**config.mk**
```make
export PLATFORM = sky130hd
export DESIGN_NAME = hit_coincidence_grouper_unit_flat
export DESIGN_NICKNAME = d
export VERILOG_FILES = /design/src/rtl/core/hcg_pkg.sv /design/src/rtl/core/hcg_if.sv /design/src/rtl/core/hcg_cfg_regs.sv /design/src/rtl/core/hcg_hit_filter.sv /design/src/rtl/core/hcg_group_core.sv /design/src/rtl/core/hit_coincidence_grouper_unit.sv /design/src/flat_wrapper.sv
export SDC_FILE = /design/constraint.sdc
export NUM_CORES = 1
export LEC_CHECK = 0
export BUFFER_PORTS_ARGS = -buffer_cell sky130_fd_sc_hd__buf_2
export CAP_MARGIN = 20
export CORE_ASPECT_RATIO = 1.4
export CORE_MARGIN = 3
export CORE_UTILIZATION = 50
export DETAILED_ROUTE_END_ITERATION = 16
export PLACE_DENSITY = 0.7
export RECOVER_POWER = 100
export SKIP_CTS_REPAIR_TIMING = 1
export SYNTH_ARGS = -nofsm -noshare
export SYNTH_HDL_FRONTEND = slang
export SYNTH_SLANG_ARGS = --single-unit
```
**constraint.sdc**
```tcl
create_clock -name i_clk -period 10.98 [get_ports i_clk]
set_input_delay 0.549 -clock i_clk [delete_from_list [all_inputs] [get_ports i_clk]]
set_output_delay 0.549 -clock i_clk [all_outputs]
set_load 0.01 [all_outputs]
```
**src/rtl/core/hcg_pkg.sv**
```systemverilog
// Shared types and constants of the hit coincidence grouper.
// No dependencies; every other file of the block depends on this package.
`timescale 1ns / 1ps
`default_nettype none

package hcg_pkg;

    localparam int HCG_TIME_W = 48;  // time field width on the ports
    localparam int HCG_CH_W   = 16;  // channel id and register width
    localparam int HCG_MULT_W = 3;   // multiplicity field width
    localparam int HCG_ADDR_W = 5;   // byte address of five 32-bit registers
    localparam int HCG_DATA_W = 32;
    localparam int HCG_NUM_CH = 4;

    // Default window is 20 ns in 1/16 ns ticks.
    localparam int HCG_WINDOW_NS = 20;
    localparam logic [HCG_CH_W-1:0] HCG_WINDOW_RST = HCG_CH_W'(HCG_WINDOW_NS * 16);
    localparam logic [HCG_CH_W-1:0] HCG_CH_A_RST = 16'd681;
    localparam logic [HCG_CH_W-1:0] HCG_CH_B_RST = 16'd682;
    localparam logic [HCG_CH_W-1:0] HCG_CH_C_RST = 16'd683;
    localparam logic [HCG_CH_W-1:0] HCG_CH_D_RST = 16'd684;

    // Register index, taken from paddr[4:2].
    typedef enum logic [2:0] {
        REG_WINDOW = 3'd0,
        REG_CH_A   = 3'd1,
        REG_CH_B   = 3'd2,
        REG_CH_C   = 3'd3,
        REG_CH_D   = 3'd4
    } t_reg_idx;

    typedef struct packed {
        logic [HCG_CH_W-1:0]                  window;
        logic [HCG_NUM_CH-1:0][HCG_CH_W-1:0]  chan;
    } t_cfg;

    // A hit after the input register: channel match already resolved.
    typedef struct packed {
        logic                  ok;
        logic [HCG_TIME_W-1:0] hit_ts;
        logic                  last;
    } t_hit;

endpackage

`default_nettype wire

```
**src/rtl/core/hcg_if.sv**
```systemverilog
// Handshake channel interfaces for hit words and coincidence words.
// Depends on hcg_pkg for field widths.
`timescale 1ns / 1ps
`default_nettype none

interface hcg_hit_if;
    logic                           valid;
    logic                           ready;
    logic [hcg_pkg::HCG_CH_W-1:0]   channel_id;
    logic [hcg_pkg::HCG_TIME_W-1:0] hit_time;
    logic                           last_hit;

    modport source (output valid, output channel_id, output hit_time, output last_hit,
                    input ready);
    modport sink   (input valid, input channel_id, input hit_time, input last_hit,
                    output ready);
endinterface

interface hcg_coinc_if;
    logic                           valid;
    logic                           ready;
    logic [hcg_pkg::HCG_TIME_W-1:0] coincidence_time;
    logic [hcg_pkg::HCG_MULT_W-1:0] multiplicity;

    modport source (output valid, output coincidence_time, output multiplicity,
                    input ready);
    modport sink   (input valid, input coincidence_time, input multiplicity,
                    output ready);
endinterface

`default_nettype wire

```
**src/rtl/core/hcg_cfg_regs.sv**
```systemverilog
// APB configuration registers: window and the four accepted channel ids.
// Depends on hcg_pkg.
`timescale 1ns / 1ps
`default_nettype none

module hcg_cfg_regs (
    input  logic                           i_clk,
    input  logic                           i_rst_n,
    input  logic                           psel,
    input  logic                           penable,
    input  logic                           pwrite,
    input  logic [hcg_pkg::HCG_ADDR_W-1:0] paddr,
    input  logic [hcg_pkg::HCG_DATA_W-1:0] pwdata,
    output logic [hcg_pkg::HCG_DATA_W-1:0] prdata,
    output logic                           pready,
    output hcg_pkg::t_cfg                  o_cfg
);
    import hcg_pkg::*;

    t_cfg                r_cfg;
    logic                w_wr;
    t_reg_idx            w_idx;
    logic [HCG_CH_W-1:0] w_data;
    logic [HCG_CH_W-1:0] w_rd;

    assign pready = 1'b1;
    assign w_wr   = psel && penable && pwrite;
    assign w_idx  = t_reg_idx'(paddr[HCG_ADDR_W-1:2]);
    assign w_data = pwdata[HCG_CH_W-1:0];

    always_ff @(posedge i_clk) begin
        if (!i_rst_n) begin
            r_cfg.window  <= HCG_WINDOW_RST;
            r_cfg.chan[0] <= HCG_CH_A_RST;
            r_cfg.chan[1] <= HCG_CH_B_RST;
            r_cfg.chan[2] <= HCG_CH_C_RST;
            r_cfg.chan[3] <= HCG_CH_D_RST;
        end else if (w_wr) begin
            unique case (w_idx)
                REG_WINDOW: r_cfg.window  <= w_data;
                REG_CH_A:   r_cfg.chan[0] <= w_data;
                REG_CH_B:   r_cfg.chan[1] <= w_data;
                REG_CH_C:   r_cfg.chan[2] <= w_data;
                REG_CH_D:   r_cfg.chan[3] <= w_data;
                default: begin
                end
            endcase
        end
    end

    always_comb begin
        unique case (w_idx)
            REG_WINDOW: w_rd = r_cfg.window;
            REG_CH_A:   w_rd = r_cfg.chan[0];
            REG_CH_B:   w_rd = r_cfg.chan[1];
            REG_CH_C:   w_rd = r_cfg.chan[2];
            REG_CH_D:   w_rd = r_cfg.chan[3];
            default:    w_rd = '0;
        endcase
    end

    assign prdata = HCG_DATA_W'(w_rd);
    assign o_cfg  = r_cfg;

endmodule

`default_nettype wire

```
**src/rtl/core/hcg_hit_filter.sv**
```systemverilog
// Input register of the grouper; resolves the channel match on the way in.
// Depends on hcg_pkg.
`timescale 1ns / 1ps
`default_nettype none

module hcg_hit_filter (
    input  logic                           i_clk,
    input  logic                           i_rst_n,
    input  hcg_pkg::t_cfg                  i_cfg,
    input  logic                           i_valid,
    output logic                           o_ready,
    input  logic [hcg_pkg::HCG_CH_W-1:0]   i_channel_id,
    input  logic [hcg_pkg::HCG_TIME_W-1:0] i_hit_time,
    input  logic                           i_last_hit,
    output logic                           o_valid,
    input  logic                           i_ready,
    output hcg_pkg::t_hit                  o_hit
);
    import hcg_pkg::*;

    logic                  r_valid;
    t_hit                  r_hit;
    logic [HCG_NUM_CH-1:0] w_match;

    // A duplicated channel register simply matches twice.
    always_comb begin
        for (int k = 0; k < HCG_NUM_CH; k++) begin
            w_match[k] = (i_channel_id == i_cfg.chan[k]);
        end
    end

    assign o_ready = !r_valid || i_ready;

    always_ff @(posedge i_clk) begin
        if (!i_rst_n) begin
            r_valid <= 1'b0;
        end else if (o_ready) begin
            r_valid <= i_valid;
        end
    end

    always_ff @(posedge i_clk) begin
        if (o_ready && i_valid) begin
            r_hit.ok     <= |w_match;
            r_hit.hit_ts <= i_hit_time;
            r_hit.last   <= i_last_hit;
        end
    end

    assign o_valid = r_valid;
    assign o_hit   = r_hit;

endmodule

`default_nettype wire

```
**src/rtl/core/hcg_group_core.sv**
```systemverilog
// Group state and result register: window compare, group count, flush.
// Depends on hcg_pkg.
`timescale 1ns / 1ps
`default_nettype none

module hcg_group_core #(
    parameter int TIME_W   = 48,
    parameter int MAX_MULT = 4
) (
    input  logic                           i_clk,
    input  logic                           i_rst_n,
    input  hcg_pkg::t_cfg                  i_cfg,
    input  logic                           i_valid,
    output logic                           o_ready,
    input  hcg_pkg::t_hit                  i_hit,
    output logic                           o_out_valid,
    input  logic                           i_out_ready,
    output logic [hcg_pkg::HCG_TIME_W-1:0] o_out_time,
    output logic [hcg_pkg::HCG_MULT_W-1:0] o_out_mult
);
    import hcg_pkg::*;

    localparam logic [HCG_MULT_W-1:0] MaxSize = HCG_MULT_W'(MAX_MULT);
    localparam logic [HCG_MULT_W-1:0] Pair    = HCG_MULT_W'(2);
    localparam logic [HCG_MULT_W-1:0] One     = HCG_MULT_W'(1);

    logic [TIME_W-1:0]     r_start;
    logic [HCG_MULT_W-1:0] r_size;
    logic                  r_out_valid;
    logic [TIME_W-1:0]     r_out_time;
    logic [HCG_MULT_W-1:0] r_out_mult;

    logic [TIME_W-1:0]     n_start;
    logic [HCG_MULT_W-1:0] n_size;
    logic                  w_emit;
    logic [HCG_MULT_W-1:0] w_emit_size;
    logic [TIME_W-1:0]     w_t;
    logic [TIME_W-1:0]     w_dist;
    logic                  w_in_win;
    logic [HCG_MULT_W-1:0] w_size_inc;
    logic                  w_adv;

    assign w_adv   = i_valid && (!r_out_valid || i_out_ready);
    assign o_ready = w_adv || !i_valid;

    assign w_t        = i_hit.hit_ts[TIME_W-1:0];
    assign w_dist     = (w_t >= r_start) ? (w_t - r_start) : (r_start - w_t);
    assign w_in_win   = w_dist < TIME_W'(i_cfg.window);
    assign w_size_inc = r_size + One;

    always_comb begin
        n_start     = r_start;
        n_size      = r_size;
        w_emit      = 1'b0;
        w_emit_size = r_size;
        if (i_hit.ok) begin
            if (r_size == '0) begin
                n_start = w_t;
                n_size  = One;
            end else if (w_in_win) begin
                if (w_size_inc >= MaxSize) begin
                    w_emit      = 1'b1;
                    w_emit_size = w_size_inc;
                    n_size      = '0;
                end else begin
                    n_size = w_size_inc;
                end
            end else begin
                // Hit outside the window closes the group and opens its own.
                w_emit      = (r_size >= Pair);
                w_emit_size = r_size;
                n_start     = w_t;
                n_size      = One;
            end
        end
        if (i_hit.last) begin
            // A group that survives to the flush still starts at r_start.
            if (n_size >= Pair && !w_emit) begin
                w_emit      = 1'b1;
                w_emit_size = n_size;
            end
            n_size = '0;
        end
    end

    always_ff @(posedge i_clk) begin
        if (!i_rst_n) begin
            r_size      <= '0;
            r_out_valid <= 1'b0;
        end else if (w_adv) begin
            r_size      <= n_size;
            r_out_valid <= w_emit;
        end else if (i_out_ready) begin
            r_out_valid <= 1'b0;
        end
    end

    always_ff @(posedge i_clk) begin
        if (w_adv) begin
            r_start <= n_start;
            if (w_emit) begin
                r_out_time <= r_start;
                r_out_mult <= w_emit_size;
            end
        end
    end

    assign o_out_valid = r_out_valid;
    assign o_out_time  = HCG_TIME_W'(r_out_time);
    assign o_out_mult  = r_out_mult;

endmodule

`default_nettype wire

```
**src/rtl/core/hit_coincidence_grouper_unit.sv**
```systemverilog
// Top level of the hit coincidence grouper: APB registers, input stage, group core.
// Depends on hcg_pkg, hcg_if, hcg_cfg_regs, hcg_hit_filter and hcg_group_core.
//
// Usage: hit words (channel_id, hit_time, last_hit) arrive in time order on the
// i_hit channel, and coincidence words (coincidence_time, multiplicity) leave on
// o_coinc. Both channels move a word at a rising edge where valid and ready are
// high. Hits on channels other than the four programmed ids are dropped. Hits
// within window_ticks of a group's first hit join it; a group of two or more
// hits gives one coincidence word, and a group that fills up closes at once.
// A word with last_hit set flushes the open group.
// The hit word that closes a group passes the input register first; its
// coincidence word then loads into the result register once that register is
// free, and is held there on o_coinc until it moves.
// Throughput: one hit word per cycle while o_coinc does not stall; the
// window compare and the group update sit between the input register and the
// result register, so each hit needs one pass through that logic only.
// When the receiver stalls, the result register holds its word and the input
// register takes one more hit; after that i_hit.ready drops until o_coinc moves.
// Reset (i_rst_n low, synchronous) empties both registers, closes any open group
// and loads the default window of 20 ns and channel ids 681 to 684. The user must
// write registers via APB only while the block is idle; nothing here enforces it.
`timescale 1ns / 1ps
`default_nettype none

module hit_coincidence_grouper_unit #(
    parameter int TIME_BITS        = 48,
    parameter int MAX_MULTIPLICITY = 4
) (
    input  logic                           i_clk,
    input  logic                           i_rst_n,
    hcg_hit_if.sink                        i_hit,
    hcg_coinc_if.source                    o_coinc,
    input  logic                           psel,
    input  logic                           penable,
    input  logic                           pwrite,
    input  logic [hcg_pkg::HCG_ADDR_W-1:0] paddr,
    input  logic [hcg_pkg::HCG_DATA_W-1:0] pwdata,
    output logic [hcg_pkg::HCG_DATA_W-1:0] prdata,
    output logic                           pready
);
    import hcg_pkg::*;

    // Port times are 48 bits wide, so a larger TIME_BITS adds no stored bits.
    localparam int TimeW = (TIME_BITS < HCG_TIME_W) ? TIME_BITS : HCG_TIME_W;

    t_cfg w_cfg;
    t_hit w_hit;
    logic w_hit_valid;
    logic w_hit_ready;

    // Configuration registers; pready is tied high, so writes see no wait states.
    hcg_cfg_regs u_cfg (
        .i_clk   (i_clk),
        .i_rst_n (i_rst_n),
        .psel    (psel),
        .penable (penable),
        .pwrite  (pwrite),
        .paddr   (paddr),
        .pwdata  (pwdata),
        .prdata  (prdata),
        .pready  (pready),
        .o_cfg   (w_cfg)
    );

    // Input register with the channel match folded into its load path.
    hcg_hit_filter u_filter (
        .i_clk        (i_clk),
        .i_rst_n      (i_rst_n),
        .i_cfg        (w_cfg),
        .i_valid      (i_hit.valid),
        .o_ready      (i_hit.ready),
        .i_channel_id (i_hit.channel_id),
        .i_hit_time   (i_hit.hit_time),
        .i_last_hit   (i_hit.last_hit),
        .o_valid      (w_hit_valid),
        .i_ready      (w_hit_ready),
        .o_hit        (w_hit)
    );

    // Group state and the result register that feeds o_coinc.
    hcg_group_core #(
        .TIME_W   (TimeW),
        .MAX_MULT (MAX_MULTIPLICITY)
    ) u_core (
        .i_clk       (i_clk),
        .i_rst_n     (i_rst_n),
        .i_cfg       (w_cfg),
        .i_valid     (w_hit_valid),
        .o_ready     (w_hit_ready),
        .i_hit       (w_hit),
        .o_out_valid (o_coinc.valid),
        .i_out_ready (o_coinc.ready),
        .o_out_time  (o_coinc.coincidence_time),
        .o_out_mult  (o_coinc.multiplicity)
    );

endmodule

`default_nettype wire

```
**src/flat_wrapper.sv**
```systemverilog
// flat-port wrapper written by rule: the top's interface ports become plain ports
module hit_coincidence_grouper_unit_flat import hcg_pkg::*;
#(
    parameter int TIME_BITS        = 48,
    parameter int MAX_MULTIPLICITY = 4
)
  (i_clk, i_rst_n, psel, penable, pwrite, paddr, pwdata, prdata, pready, i_hit_valid, i_hit_channel_id, i_hit_hit_time, i_hit_last_hit, i_hit_ready, o_coinc_valid, o_coinc_coincidence_time, o_coinc_multiplicity, o_coinc_ready);
  hcg_hit_if i_hit_i ();
  hcg_coinc_if o_coinc_i ();
  input  logic i_clk;
  input  logic i_rst_n;
  input  logic psel;
  input  logic penable;
  input  logic pwrite;
  input  logic [hcg_pkg::HCG_ADDR_W-1:0] paddr;
  input  logic [hcg_pkg::HCG_DATA_W-1:0] pwdata;
  output logic [hcg_pkg::HCG_DATA_W-1:0] prdata;
  output logic pready;
  input wire logic [$bits(i_hit_i.valid)-1:0] i_hit_valid;
  input wire logic [$bits(i_hit_i.channel_id)-1:0] i_hit_channel_id;
  input wire logic [$bits(i_hit_i.hit_time)-1:0] i_hit_hit_time;
  input wire logic [$bits(i_hit_i.last_hit)-1:0] i_hit_last_hit;
  output wire logic [$bits(i_hit_i.ready)-1:0] i_hit_ready;
  output wire logic [$bits(o_coinc_i.valid)-1:0] o_coinc_valid;
  output wire logic [$bits(o_coinc_i.coincidence_time)-1:0] o_coinc_coincidence_time;
  output wire logic [$bits(o_coinc_i.multiplicity)-1:0] o_coinc_multiplicity;
  input wire logic [$bits(o_coinc_i.ready)-1:0] o_coinc_ready;
  assign i_hit_i.valid = i_hit_valid;
  assign i_hit_i.channel_id = i_hit_channel_id;
  assign i_hit_i.hit_time = i_hit_hit_time;
  assign i_hit_i.last_hit = i_hit_last_hit;
  assign i_hit_ready = i_hit_i.ready;
  assign o_coinc_valid = o_coinc_i.valid;
  assign o_coinc_coincidence_time = o_coinc_i.coincidence_time;
  assign o_coinc_multiplicity = o_coinc_i.multiplicity;
  assign o_coinc_i.ready = o_coinc_ready;
  hit_coincidence_grouper_unit #(.TIME_BITS(TIME_BITS), .MAX_MULTIPLICITY(MAX_MULTIPLICITY)) u_core (.i_clk(i_clk), .i_rst_n(i_rst_n), .i_hit(i_hit_i), .o_coinc(o_coinc_i), .psel(psel), .penable(penable), .pwrite(pwrite), .paddr(paddr), .pwdata(pwdata), .prdata(prdata), .pready(pready));
endmodule
```
== Word level (Yosys, flattened, before mapping) ==
Index checks and enable logic that the tools add are counted.
Cells by class
  $add $sub $neg: 3
  $lt $le $gt $ge: 5
  equality and inequality tests: 9
  multiplexer cells: 23
  reduce and logical (&&, ||, !) cells: 22
Operator list (number)
  48-bit two-way mux: 3
  48-bit subtractor: 2
  16-bit one-hot mux with 5 select lines: 1
  16-bit equality test: 4
  48-bit greater-or-equal comparator: 1
  48-bit by 16-bit < comparator with 1-bit output: 1
  3-bit two-way mux: 11
  2-bit AND reduction: 6
  1-bit two-way mux: 8
  3-bit by 2-bit equality test with 1-bit output, second input constant: 2
  3-bit by 2-bit greater-or-equal comparator with 1-bit output, second input constant: 2
  3-bit zero test: 2
  1-bit logical AND: 5
  4-bit OR reduction: 1
  3-bit by 1-bit adder with 3-bit output, second input constant: 1
  3-bit by 1-bit equality test with 1-bit output, second input constant: 1
  3-bit equality test, second input constant: 1
  3-bit greater-or-equal comparator, second input constant: 1
  1-bit zero test: 3
  1-bit logical OR: 3
  3-bit AND reduction: 1
  2-bit by 1-bit inequality test with 1-bit output, second input constant: 1
  2-bit nonzero test: 1
Storage, ports and cells
  register bits after elaboration: 234

== Longest topological paths before layout ==
Gate-level depths: netlist of run 1.
  depth after elaboration: 11
  mapped depth: 30

== Cells and area by module ==
A second synthesis of run 1 with hierarchy kept.
Second synthesis, totals
  cells, all modules: 1682
  area total of the unflattened synthesis: 15869.0 µm²
By module, submodules not included
  hcg_group_core: instances 1, cells each 1140, area each 9815.7 µm², sequential area each 3052.9 µm²
  hcg_cfg_regs: instances 1, cells each 402, area each 3816.2 µm², sequential area each 1601.5 µm²
  hcg_hit_filter: instances 1, cells each 140, area each 2237.1 µm², sequential area each 1521.5 µm²

== Least setup slack after synthesis of run 1 ==
No wires, ideal clock.
  kind: register -> register
  from: register u_core.u_filter.r_hit, in the netlist u_core.u_filter.o_hit[1]
  to: register u_core.u_core.r_out_mult[0], in the netlist u_core.u_core.o_out_mult[0] (enable)
  arrival time: 9.186 ns
  data required time: 10.490 ns
  path slack: 1.304 ns
  stages on the path, launching flop included: 31
  buffers on the path: 5
  path through: edfxtp_1 > inv_1 > ha_1 > inv_1 > fa_1 > a211oi_2 > o211ai_2 > a21oi_4 > a31oi_4 > or3_1 > buf_6 > buf_6 > clkbuf_1 > clkbuf_1 > mux2i_1 > a221oi_1 > xnor2_1 > ha_1 > a21o_1 > a21o_1 > a21o_1 > a211o_1 > a22oi_1 > nand4_1 > o22ai_1 > a21oi_1 > or4_1 > or4_1 > buf_2 > or4_1 > a31oi_1
On the way
  cells in the longest elaborated chain, start to end: 11
  elaborated cells between the ends (all ways): 17
RTL lines
  from (decl): line hcg_hit_filter.sv:22  | t_hit r_hit;
  48-bit subtractor / 48-bit greater-or-equal comparator (equally long branches): line hcg_group_core.sv:47  | assign w_dist = (w_t >= r_start) ? (w_t - r_start) : (r_start - w_t);
  48-bit two-way mux (*): line hcg_group_core.sv:47
  48-bit by 16-bit < comparator with 1-bit output (*): line hcg_group_core.sv:48  | assign w_in_win = w_dist < TIME_W'(i_cfg.window);
  3-bit two-way mux / 1-bit two-way mux (equally long branches): line hcg_group_core.sv:60  | end else if (w_in_win) begin
  3-bit two-way mux / 1-bit two-way mux (equally long branches): line hcg_group_core.sv:57  | if (r_size == '0) begin
  3-bit two-way mux / 1-bit two-way mux (equally long branches): line hcg_group_core.sv:56  | if (i_hit.ok) begin
  3-bit by 2-bit greater-or-equal comparator with 1-bit output / 1-bit zero test (equally long branches): line hcg_group_core.sv:78  | if (n_size >= Pair && !w_emit) begin
  1-bit logical AND: line hcg_group_core.sv:78
  1-bit two-way mux: line hcg_group_core.sv:78
  1-bit two-way mux (*): line hcg_group_core.sv:76  | if (i_hit.last) begin
  2-bit AND reduction (no source line) (*)
  to (signal assigned): line hcg_group_core.sv:103  | r_out_mult <= w_emit_size;
  to (decl): line hcg_group_core.sv:31  | logic [HCG_MULT_W-1:0] r_out_mult;
Mark *: on every way between the ends. The rest lies on a longest branch, timed or not.
A chain may end at the register's enable or synchronous reset.

== Worst setup path after layout of run 1 ==
  from: register u_core.u_filter.r_hit, in the netlist u_core.u_filter.o_hit[43]
  to: register u_core.u_core.r_out_time[34], in the netlist u_core.u_core.o_out_time[34] (enable)
On the way
  cells in the longest elaborated chain, start to end: 11
  elaborated cells between the ends (all ways): 17
RTL lines
  48-bit subtractor / 48-bit greater-or-equal comparator (equally long branches): line hcg_group_core.sv:47
  48-bit two-way mux (*): line hcg_group_core.sv:47
  48-bit by 16-bit < comparator with 1-bit output (*): line hcg_group_core.sv:48
  3-bit two-way mux / 1-bit two-way mux (equally long branches): line hcg_group_core.sv:60
  3-bit two-way mux / 1-bit two-way mux (equally long branches): line hcg_group_core.sv:57
  3-bit two-way mux / 1-bit two-way mux (equally long branches): line hcg_group_core.sv:56
  3-bit by 2-bit greater-or-equal comparator with 1-bit output / 1-bit zero test (equally long branches): line hcg_group_core.sv:78
  1-bit logical AND: line hcg_group_core.sv:78
  1-bit two-way mux: line hcg_group_core.sv:78
  1-bit two-way mux (*): line hcg_group_core.sv:76
  2-bit AND reduction (no source line) (*)
  to (signal assigned): line hcg_group_core.sv:102  | r_out_time <= r_start;
  to (decl): line hcg_group_core.sv:30  | logic [TIME_W-1:0] r_out_time;
Marks and branches as above.

==> flow_metrics.env, run 1 <==
export IMPL_n_fill_cell=2781
export IMPL_wl_per_cell_microns=20.9
export IMPL_hold_path_class="in -> reg"
export IMPL_synth_top_area_share_pct=28.9
export IMPL_synth_edf_count=149
export IMPL_crit_type="reg -> reg"
export IMPL_cp_start_kind="flip-flop"
export IMPL_grt_pass1_wl_mm=72.5
export IMPL_cts_made_buffers=24
export IMPL_gp_congestion=0.995
export IMPL_setup_violations=0
export IMPL_p_switching_uw=665
export IMPL_ys_types=81
export IMPL_final_nets=2068
export IMPL_grt_max_degree=87
export IMPL_fp_dieW_microns=155
export IMPL_maxSlewViolCount=51
export IMPL_path_max_fanout=33
export IMPL_cap_violations=1
export IMPL_drive_gt1_share_pct=8.28
export IMPL_ir_drop_v=0.000111
export IMPL_cts_buffer_depth=3
export IMPL_grtUsageMet1_pct=27.7
export IMPL_min_to="u_core.u_filter.o_hit[26]"
export IMPL_grt_use_total_pct=27.3
export IMPL_place_area_sq_um=16400
export IMPL_root_buffer="clkbuf_16"
export IMPL_min_from="i_hit_hit_time[25]"
export IMPL_status="complete, but fails checks"
export IMPL_ys_top_cells_by_area="edfxtp_1 29%, dfxtp_1 11%, ha_1 9.2%"
export IMPL_use_met2_pct=53.0
export IMPL_clkLatencyLatePin_ns=0.54
export IMPL_hpwlAfterDp_mm=37.1
export IMPL_area_growth_pct=10.3
export IMPL_min_period_over_period_pct=83.9
export IMPL_reg2regPathDepth=25
export IMPL_cpPeakStageDelay_ns=0.79
export IMPL_drt_first_pass_iters=5
export IMPL_fin_area_sq_um=17100
export IMPL_p_total_mw=2.26
export IMPL_grtUsageMet3_pct=3.49
export IMPL_final_cells=2246
export IMPL_p_per_area_nw_per_um2=133
export IMPL_final_hold_viol_count=0
export IMPL_die_y_microns=214
export IMPL_routed_wl_mm=46.9
export IMPL_h_tree_depth=1
export IMPL_skew_ns=0.0180
export IMPL_num_vias=13200
export IMPL_ios=195
export IMPL_async_flop_share_pct=0
export IMPL_syn_cell_area_sq_um=15500
export IMPL_dieArea_sq_um=33100
export IMPL_dp_cells=2200
export IMPL_power_frac_comb_pct=21.3
export IMPL_p_sw_share_pct=29.4
export IMPL_setup_slack_ns=1.76
export IMPL_coreArea_sq_um=30200
export IMPL_fmax_mhz=109
export IMPL_tightest_slew_ns=3.31
export IMPL_p_leak_nw=6.77
export IMPL_insertedDiodeCount=0
export IMPL_gr_total_overflow=0
export IMPL_rows=75
export IMPL_hold_depth=1
export IMPL_max_slew_margin_rel_pct=-120
export IMPL_drtIter0Drc=594
export IMPL_dp_slack_ns=1.89
export IMPL_fin_crit_ns=9.22
export IMPL_via_per_inst=5.88
export IMPL_grt_pass1_vias=13400
export IMPL_synth_top_area_cell="edfxtp_1"
export IMPL_final_common_cell="nand2_1"
export IMPL_cts_sinks=234
export IMPL_rsz0062_at_grt="no"
export IMPL_setup_tns_ns=0
export IMPL_io_buffers=159
export IMPL_crit_required_ns=11.20
export IMPL_ys_seq_elements=234
export IMPL_reg2reg_to="u_core.u_core.o_out_time[34]"
export IMPL_hold_slack_ns=0.183
export IMPL_clkPwrFrac_pct=35.4
export IMPL_busiest_layer="met2"
export IMPL_worstSetupEndpointType="flip-flop"
export IMPL_syn_inst=1735
export IMPL_start_util_pct=51.2
export IMPL_path_clk_slew_ns=0.06
export IMPL_drtAntennaViolNets=0
export IMPL_violations="capacitance limit, slew limit"
export IMPL_rrSetupSlack_ns=1.76
export IMPL_drc=0
export IMPL_yosysSeqAreaShare_pct=39.9
export IMPL_p_seq_share_pct=43.3
export IMPL_internal_power_mw=1.60
export IMPL_fin_util_pct=56.5
export IMPL_ys_flop_type="edfxtp_1"
export IMPL_antenna_found_initial=2
export IMPL_ys_warn_count=0
export IMPL_cts_tree="built"
export IMPL_layout_common_cells="268 x nand2_1, 149 x edfxtp_1, 137 x a21oi_1, 135 x inv_1, 114 x ha_1"
export IMPL_rr_startpoint="u_core.u_filter.o_hit[43]"
export IMPL_worstPathArrival_ns=9.43
export IMPL_cp_slowest_cell="a31oi_4"
export IMPL_syn_area_per_cell_sq_um=8.92
[power by group through the flow]
stage	logic [mW]	registers [mW]	clock network, mW
6_report	0.483	0.980	0.800
4_1_cts	0.478	0.979	0.820
3_5_place_dp	0.475	0.997	0
5_1_grt	0.527	0.982	0.856
3_3_place_gp	0.472	0.996	0
2_1_floorplan	0.334	0.990	0
[flip-flops by register name, summed over array words and instances (netlist names)]
| signal | flops |
|---|---|
| u_core.u_cfg.o_cfg | 80 |
| u_core.u_core.o_out_mult | 3 |
| u_core.u_core.o_out_time | 48 |
| u_core.u_core.o_out_valid | 1 |
| u_core.u_core.r_size | 3 |
| u_core.u_core.r_start | 48 |
| u_core.u_filter.o_hit | 50 |
| u_core.u_filter.o_valid | 1 |
[layer usage]
| metal | vias up | share of wire, % |
|---|---|---|
| li1 | 6371 | - |
| met1 | 6311 | 35 |
| met2 | 388 | 55 |
| met3 | 130 | 4.2 |
| met4 | 4 | 6.0 |
| met5 | - | 0.058 |
[critical path, delay by kind of cell (launching register included)]
kind                       cells  cell delay, ns
AOI/OAI and AO/OA             10            2.53
xor gates and xnor gates       1            0.18
and+or+nand+nor                9            3.96
DFF                            1            0.38
adders and majority gates      2            0.96
buffers and inverters          3            0.83
[cells in the mapped netlist (35+ instances only)]
master,number
nand3_1,46
edfxtp_1,149
xor2_1,74
clkbuf_1,52
a21oi_1,137
a21boi_0,63
dfxtp_1,85
o21ai_0,105
inv_1,135
ha_1,114
nand4_1,35
nor2_1,70
nand2_1,268
[kinds of logic after synthesis]
logic type,Yosys count,synth area share [%]
AO/OA/AOI/OAI,472,19.8
multiplexers,35,2.37
AND/OR/NAND/NOR,538,16.1
XOR/XNOR,102,5.77
other,2,0.0485
flip-flops,234,39.9
adder cells (fa/ha/maj),116,9.47
buffers and inverters,236,6.55
[how the worst max path moves through the flow]
| stage | start | to | slack (ns) | depth (start not counted) |
|---|---|---|---|---|
| after floorplan | u_core.u_filter.o_hit[1] | u_core.u_core.o_out_mult[0] | 1.30 | 30 |
| after global placement | u_core.u_core.r_start[42] | u_core.u_core.o_out_time[41] | 1.99 | 24 |
| after detailed placement | u_core.u_core.r_start[42] | u_core.u_core.o_out_time[41] | 1.89 | 24 |
| after CTS | u_core.u_core.r_start[42] | u_core.u_core.o_out_time[34] | 1.83 | 23 |
| after global routing | u_core.u_filter.o_hit[43] | u_core.u_core.o_out_time[36] | 1.17 | 25 |
| final | u_core.u_filter.o_hit[43] | u_core.u_core.o_out_time[34] | 1.76 | 25 |
[layout make-up]
| cell class | instances | area [sq um] | share of cell area, % |
|---|---|---|---|
| Multi-Input combinational cell | 1280 | 8350 | 48.9 |
| Sequential cell | 234 | 6180 | 36.2 |
| Timing Repair Buffer | 168 | 781 | 4.57 |
| Clock buffer | 39 | 751 | 4.40 |
| Inverter | 135 | 507 | 2.97 |
| Tap cell | 385 | 482 | 2.82 |
| Clock inverter | 5 | 26.3 | 0.154 |
Power figures use the tool's default switching activity.
==> run 2: changes to the inputs <==
--- a/config.mk
+++ b/config.mk
@@ -11,7 +11,7 @@
 export CORE_MARGIN = 3
 export CORE_UTILIZATION = 50
 export DETAILED_ROUTE_END_ITERATION = 16
-export PLACE_DENSITY = 0.7
+export PLACE_DENSITY = 0.73
 export RECOVER_POWER = 100
 export SKIP_CTS_REPAIR_TIMING = 1
 export SYNTH_ARGS = -nofsm -noshare
==> constraint.sdc (replaced) <==
create_clock -name i_clk -period 8.05 [get_ports i_clk]
set_input_delay 0.4025 -clock i_clk [delete_from_list [all_inputs] [get_ports i_clk]]
set_output_delay 0.4025 -clock i_clk [all_outputs]
set_load 0.01 [all_outputs]
==> run 2 against run 1 <==
  * The flow still finishes with violations (capacitance limit, slew limit)
  * Wire length is 4.4% higher
  * Critical endpoint is now u_core.u_core.o_out_time[31]
  * Largest cell class unchanged
  * Register-to-register slack worse by 1.3 ns
  * First-iteration DRC count is 38% higher
  * Via count is 2.3% higher
  * Clock power is 51% higher
  * Non-clock buffer count is 22 higher
  * Setup slack worse by 1.3 ns
  * Design area is 1.5% higher
  * Combinational power is 39% higher
  * Global-route usage is 0.94 points higher
==> flow_metrics.env, run 2 (same netlist as run 1, synthesis figures left out) <==
export IMPL_status="complete, but fails checks"
export IMPL_violations="capacitance limit, slew limit"
export IMPL_path_clk_slew_ns=0.06
export IMPL_cpPeakStageDelay_ns=0.63
export IMPL_fin_area_sq_um=17300
export IMPL_hold_slack_ns=0.0383
export IMPL_skew_ns=0.0127
export IMPL_hold_path_class="in -> reg"
export IMPL_worstPathArrival_ns=7.82
export IMPL_crit_top_cell="a21o_1"
export IMPL_p_total_mw=3.21
export IMPL_final_cells=2269
export IMPL_fin_crit_ns=7.59
export IMPL_crit_required_ns=8.28
export IMPL_final_nets=2091
export IMPL_routed_wl_mm=48.9
export IMPL_die_y_microns=214
export IMPL_coreArea_sq_um=30200
export IMPL_rows=75
export IMPL_dp_slack_ns=0.362
export IMPL_p_per_area_nw_per_um2=185
export IMPL_drtIter0Drc=818
export IMPL_setup_tns_ns=0
export IMPL_cap_violations=2
export IMPL_max_slew_margin_rel_pct=-123
export IMPL_n_fill_cell=2819
export IMPL_clkPwrFrac_pct=37.6
export IMPL_cts_buffer_depth=3
export IMPL_antenna_found_initial=1
export IMPL_maxSlewViolCount=75
export IMPL_drive_gt1_share_pct=9.55
export IMPL_regArea_sq_um=6180
export IMPL_grt_max_degree=87
export IMPL_drtAntennaViolNets=0
export IMPL_gp_congestion=0.979
export IMPL_worstSetupEndpointType="flip-flop"
export IMPL_p_sw_share_pct=29.1
export IMPL_fin_util_pct=57.4
export IMPL_via_per_inst=5.95
export IMPL_tightest_slew_ns=3.35
export IMPL_clkLatencyLatePin_ns=0.54
export IMPL_root_buffer="clkbuf_16"
export IMPL_min_period_over_period_pct=94.2
export IMPL_cts_sinks=234
export IMPL_ir_drop_v=0.000171
export IMPL_layout_common_cells="268 x nand2_1, 149 x edfxtp_1, 137 x a21oi_1, 135 x inv_1, 114 x ha_1"
export IMPL_setup_violations=0
export IMPL_insertedDiodeCount=0
export IMPL_crit_type="reg -> reg"
export IMPL_setup_slack_ns=0.463
export IMPL_multi_input_area_sq_um=8370
export IMPL_p_switching_uw=936
export IMPL_place_area_sq_um=16600
export IMPL_internal_power_mw=2.28
export IMPL_ios=195
export IMPL_rsz0062_at_grt="no"
export IMPL_gr_total_overflow=0
export IMPL_final_hold_viol_count=0
export IMPL_p_leak_nw=6.91
export IMPL_hpwlAfterDp_mm=37.5
export IMPL_drt_first_pass_iters=6
export IMPL_dp_cells=2221
export IMPL_drc=0
export IMPL_num_vias=13500
export IMPL_grt_pass1_wl_mm=74.2
export IMPL_fp_dieW_microns=155
export IMPL_power_frac_comb_pct=20.8
export IMPL_h_tree_depth=1
export IMPL_cts_tree="built"
export IMPL_p_seq_share_pct=41.6
export IMPL_cts_made_buffers=25
export IMPL_area_growth_pct=12.0
export IMPL_grt_pass1_vias=13500
export IMPL_grt_use_total_pct=28.3
export IMPL_dieArea_sq_um=33100
export IMPL_io_buffers=159
export IMPL_start_util_pct=51.2
export IMPL_final_common_cell="nand2_1"
export IMPL_fmax_mhz=132
export IMPL_cp_start_kind="flip-flop"
export IMPL_cp_slowest_cell="or4_1"
export IMPL_largest_reg_flops=80
export IMPL_path_max_fanout=16
export IMPL_wl_per_cell_microns=21.6
-- run 2: final timing paths --
path                             endpoint                 startpoint  cells past startpoint  slack (ns)
max          u_core.u_core.o_out_time[31]   u_core.u_filter.o_hit[1]                     27        0.46
min             u_core.u_filter.o_hit[26]         i_hit_hit_time[25]                      1        0.04
max reg2reg  u_core.u_core.o_out_time[31]   u_core.u_filter.o_hit[1]                     27        0.46
min reg2reg     u_core.u_core.r_start[47]  u_core.u_filter.o_hit[48]                      0        0.47
-- run 2: layout make-up --
class | count | share of cell area [%]
repair buffers | 190 | 5.40
clock buffers | 30 | 3.90
multi-input cells | 1280 | 48.3
well taps | 385 | 2.78
flip-flops and latches | 234 | 35.6
inverters | 135 | 2.92
clock inverters | 15 | 1.05
-- run 2: power by group through the flow --
stage / Combinational (mW) / Clock (mW) / Sequential (mW)
3_5_place_dp: 0.658 / 0 / 1.36
5_1_grt: 0.728 / 1.28 / 1.34
3_3_place_gp: 0.655 / 0 / 1.36
6_report: 0.669 / 1.21 / 1.34
2_1_floorplan: 0.456 / 0 / 1.35
4_1_cts: 0.662 / 1.23 / 1.34
-- run 2: critical path: cells and delay by family (launching register included) --
kind,cells,cell delay (ns)
AOI/OAI and AO/OA,13,2.67
xor gates and xnor gates,1,0.17
adders and majority gates,3,0.92
buffers and inverters,4,0.66
DFF,1,0.41
and+or+nand+nor,6,2.43
-- run 2: per-layer routing --
metal / vias to the layer above / part of all wire (%) / global-route usage, %
met3: 173 / 5.6 / 3.69
li1: 6410 / - / -
met4: 2 / 6.6 / 16.1
met5: - / 0.029 / 0
met1: 6362 / 35 / 29.1
met2: 564 / 53 / 53.9
==> run 3: changes to the inputs <==
--- a/config.mk
+++ b/config.mk
@@ -5,13 +5,13 @@
 export SDC_FILE = /design/constraint.sdc
 export NUM_CORES = 1
 export LEC_CHECK = 0
-export BUFFER_PORTS_ARGS = -buffer_cell sky130_fd_sc_hd__buf_2
+export BUFFER_PORTS_ARGS = -buffer_cell sky130_fd_sc_hd__buf_4
 export CAP_MARGIN = 20
 export CORE_ASPECT_RATIO = 1.4
 export CORE_MARGIN = 3
 export CORE_UTILIZATION = 50
 export DETAILED_ROUTE_END_ITERATION = 16
-export PLACE_DENSITY = 0.73
+export PLACE_DENSITY = 0.7
 export RECOVER_POWER = 100
 export SKIP_CTS_REPAIR_TIMING = 1
 export SYNTH_ARGS = -nofsm -noshare
==> constraint.sdc (replaced) <==
create_clock -name i_clk -period 7.3 [get_ports i_clk]
set_input_delay 0.365 -clock i_clk [delete_from_list [all_inputs] [get_ports i_clk]]
set_output_delay 0.365 -clock i_clk [all_outputs]
set_load 0.01 [all_outputs]
==> run 3 against run 2 <==
  * The flow still finishes with violations (capacitance limit, slew limit)
  * First-iteration DRC count down 22%
  * Critical path depth down 1
  * Via count up 2.9%
  * Total power up 11%
  * Critical path type unchanged
  * Largest cell class unchanged
==> flow_metrics.env, run 3 (same netlist as run 1, synthesis figures left out) <==
export IMPL_worstPathArrival_ns=7.15
export IMPL_setup_violations=0
export IMPL_dieArea_sq_um=33100
export IMPL_routed_wl_mm=51.8
export IMPL_setup_worst_path_end="u_core.u_core.o_out_time[19]"
export IMPL_setup_tns_ns=0
export IMPL_coreArea_sq_um=30200
export IMPL_wl_per_cell_microns=22.1
export IMPL_tightest_slew_ns=3.40
export IMPL_p_leak_nw=7.32
export IMPL_cts_tree="built"
export IMPL_reg2regPathDepth=26
export IMPL_io_buffers=159
export IMPL_clkLatencyLatePin_ns=0.54
export IMPL_met3_length_mm=2.36
export IMPL_cts_made_buffers=25
export IMPL_final_hold_viol_count=0
export IMPL_grt_pass1_wl_mm=78.1
export IMPL_fmax_mhz=144
export IMPL_layout_common_cells="268 x nand2_1, 149 x edfxtp_1, 137 x a21oi_1, 135 x inv_1, 113 x ha_1"
export IMPL_start_util_pct=51.2
export IMPL_gr_total_overflow=0
export IMPL_crit_type="reg -> reg"
export IMPL_hold_depth=1
export IMPL_hpwlAfterDp_mm=40.6
export IMPL_ir_drop_v=0.000155
export IMPL_drtIter0Drc=642
export IMPL_drive_gt1_share_pct=11.1
export IMPL_drc=0
export IMPL_rsz0062_at_grt="no"
export IMPL_cp_start_kind="flip-flop"
export IMPL_crit_top_cell="a21o_1"
export IMPL_path_max_fanout=19
export IMPL_via_per_inst=5.92
export IMPL_fp_dieW_microns=155
export IMPL_ios=195
export IMPL_final_common_cell="nand2_1"
export IMPL_skew_ns=0.0110
export IMPL_status="complete, but fails checks"
export IMPL_n_fill_cell=2721
export IMPL_m1WireLength_mm=17.8
export IMPL_drtAntennaViolNets=0
export IMPL_dp_cells=2255
export IMPL_final_cells=2346
export IMPL_final_nets=2168
export IMPL_insertedDiodeCount=0
export IMPL_num_vias=13900
export IMPL_area_growth_pct=18.1
export IMPL_cp_depth=26
export IMPL_dp_slack_ns=0.162
export IMPL_fin_crit_ns=6.93
export IMPL_gp_congestion=0.967
export IMPL_crit_required_ns=7.53
export IMPL_antenna_found_initial=0
export IMPL_setup_slack_ns=0.373
export IMPL_crit_start="u_core.u_filter.o_hit[1]"
export IMPL_hold_path_class="in -> reg"
export IMPL_reg2reg_to="u_core.u_core.o_out_time[19]"
export IMPL_cp_slowest_cell="or4_4"
export IMPL_path_clk_slew_ns=0.06
export IMPL_h_tree_depth=1
export IMPL_maxUsedRoutingLayer="met4"
export IMPL_grt_use_total_pct=29.9
export IMPL_rrSetupSlack_ns=0.37
export IMPL_violations="capacitance limit, slew limit"
export IMPL_max_slew_margin_rel_pct=-127
export IMPL_cap_violations=2
export IMPL_critPathTopFamily="compound AO/OA/AOI/OAI gates"
export IMPL_rr_startpoint="u_core.u_filter.o_hit[1]"
export IMPL_cts_buffer_depth=3
export IMPL_met2WireLength_mm=27.9
export IMPL_grt_pass1_vias=14200
export IMPL_worstSetupEndpointType="flip-flop"
export IMPL_die_y_microns=214
export IMPL_cts_sinks=234
export IMPL_rows=75
export IMPL_grt_max_degree=87
export IMPL_largest_reg_flops=80
export IMPL_crit_buf_inv=3
export IMPL_min_period_over_period_pct=94.9
export IMPL_p_per_area_nw_per_um2=196
export IMPL_maxSlewViolCount=75
export IMPL_drt_first_pass_iters=5
export IMPL_cpPeakStageDelay_ns=0.47
export IMPL_root_buffer="clkbuf_16"
## run 3: metrics by stage
| step | hold slack, ns | power [mW] | instance area (sq um) | utilization (%) |
|---|---|---|---|---|
| floorplan | 0.426 | 2.00 | 15600 | - |
| global placement | 0.454 | 2.28 | 17300 | 57.2 |
| detailed placement | 0.458 | 2.28 | 17300 | 57.2 |
| CTS | -0.0247 | 3.58 | 18100 | 59.9 |
| global route | 0.0224 | 3.72 | 18300 | 60.5 |
| finish | 0.0326 | 3.58 | 18300 | 60.5 |
## run 3: power breakdown
group	internal, mW	switching [mW]	total, mW
Clock	0.774	0.521	1.30
Sequential	1.44	0.0296	1.47
Combinational	0.320	0.489	0.809
## run 3: worst reg2reg max path: cells and delay by family (launching register included)
kind	cells	cell delay, ns
buffers and inverters	3	0.43
multiplexers	1	0.18
flip-flops	1	0.41
adder cells (fa/ha/maj)	3	0.94
AND/OR/NAND/NOR	5	1.87
XOR/XNOR	1	0.15
AO/OA/AOI/OAI	13	2.64
## run 3: final cells by class
cell class / instances / area, sq um / share of cell area [%]
sequential: 234 / 6180 / 33.8
tap: 385 / 482 / 2.63
inverter: 135 / 507 / 2.77
clock buffer: 39 / 751 / 4.11
multi-input combinational: 1280 / 8400 / 45.9
clock inverter: 6 / 81.3 / 0.445
timing repair buffer: 267 / 1890 / 10.3
## run 3: how the worst min path moves through the flow
| stage | from | endpoint |
|---|---|---|
| finish | i_hit_hit_time[30] | u_core.u_filter.o_hit[31] |
| CTS | i_hit_hit_time[43] | u_core.u_filter.o_hit[44] |
| detailed placement | u_core.u_filter.o_hit[48] | u_core.u_core.r_start[47] |
| global route | i_hit_hit_time[8] | u_core.u_filter.o_hit[9] |
| global placement | u_core.u_filter.o_hit[48] | u_core.u_core.r_start[47] |
| floorplan | u_core.u_core.r_start[47] | u_core.u_core.o_out_time[47] |
## run 3: metal layers
| metal | GRT usage [%] | up-vias |
|---|---|---|
| li1 | - | 6567 |
| met1 | 29.6 | 6675 |
| met2 | 57.8 | 471 |
| met3 | 3.51 | 187 |
| met4 | 18.3 | 0 |
| met5 | 0 | - |
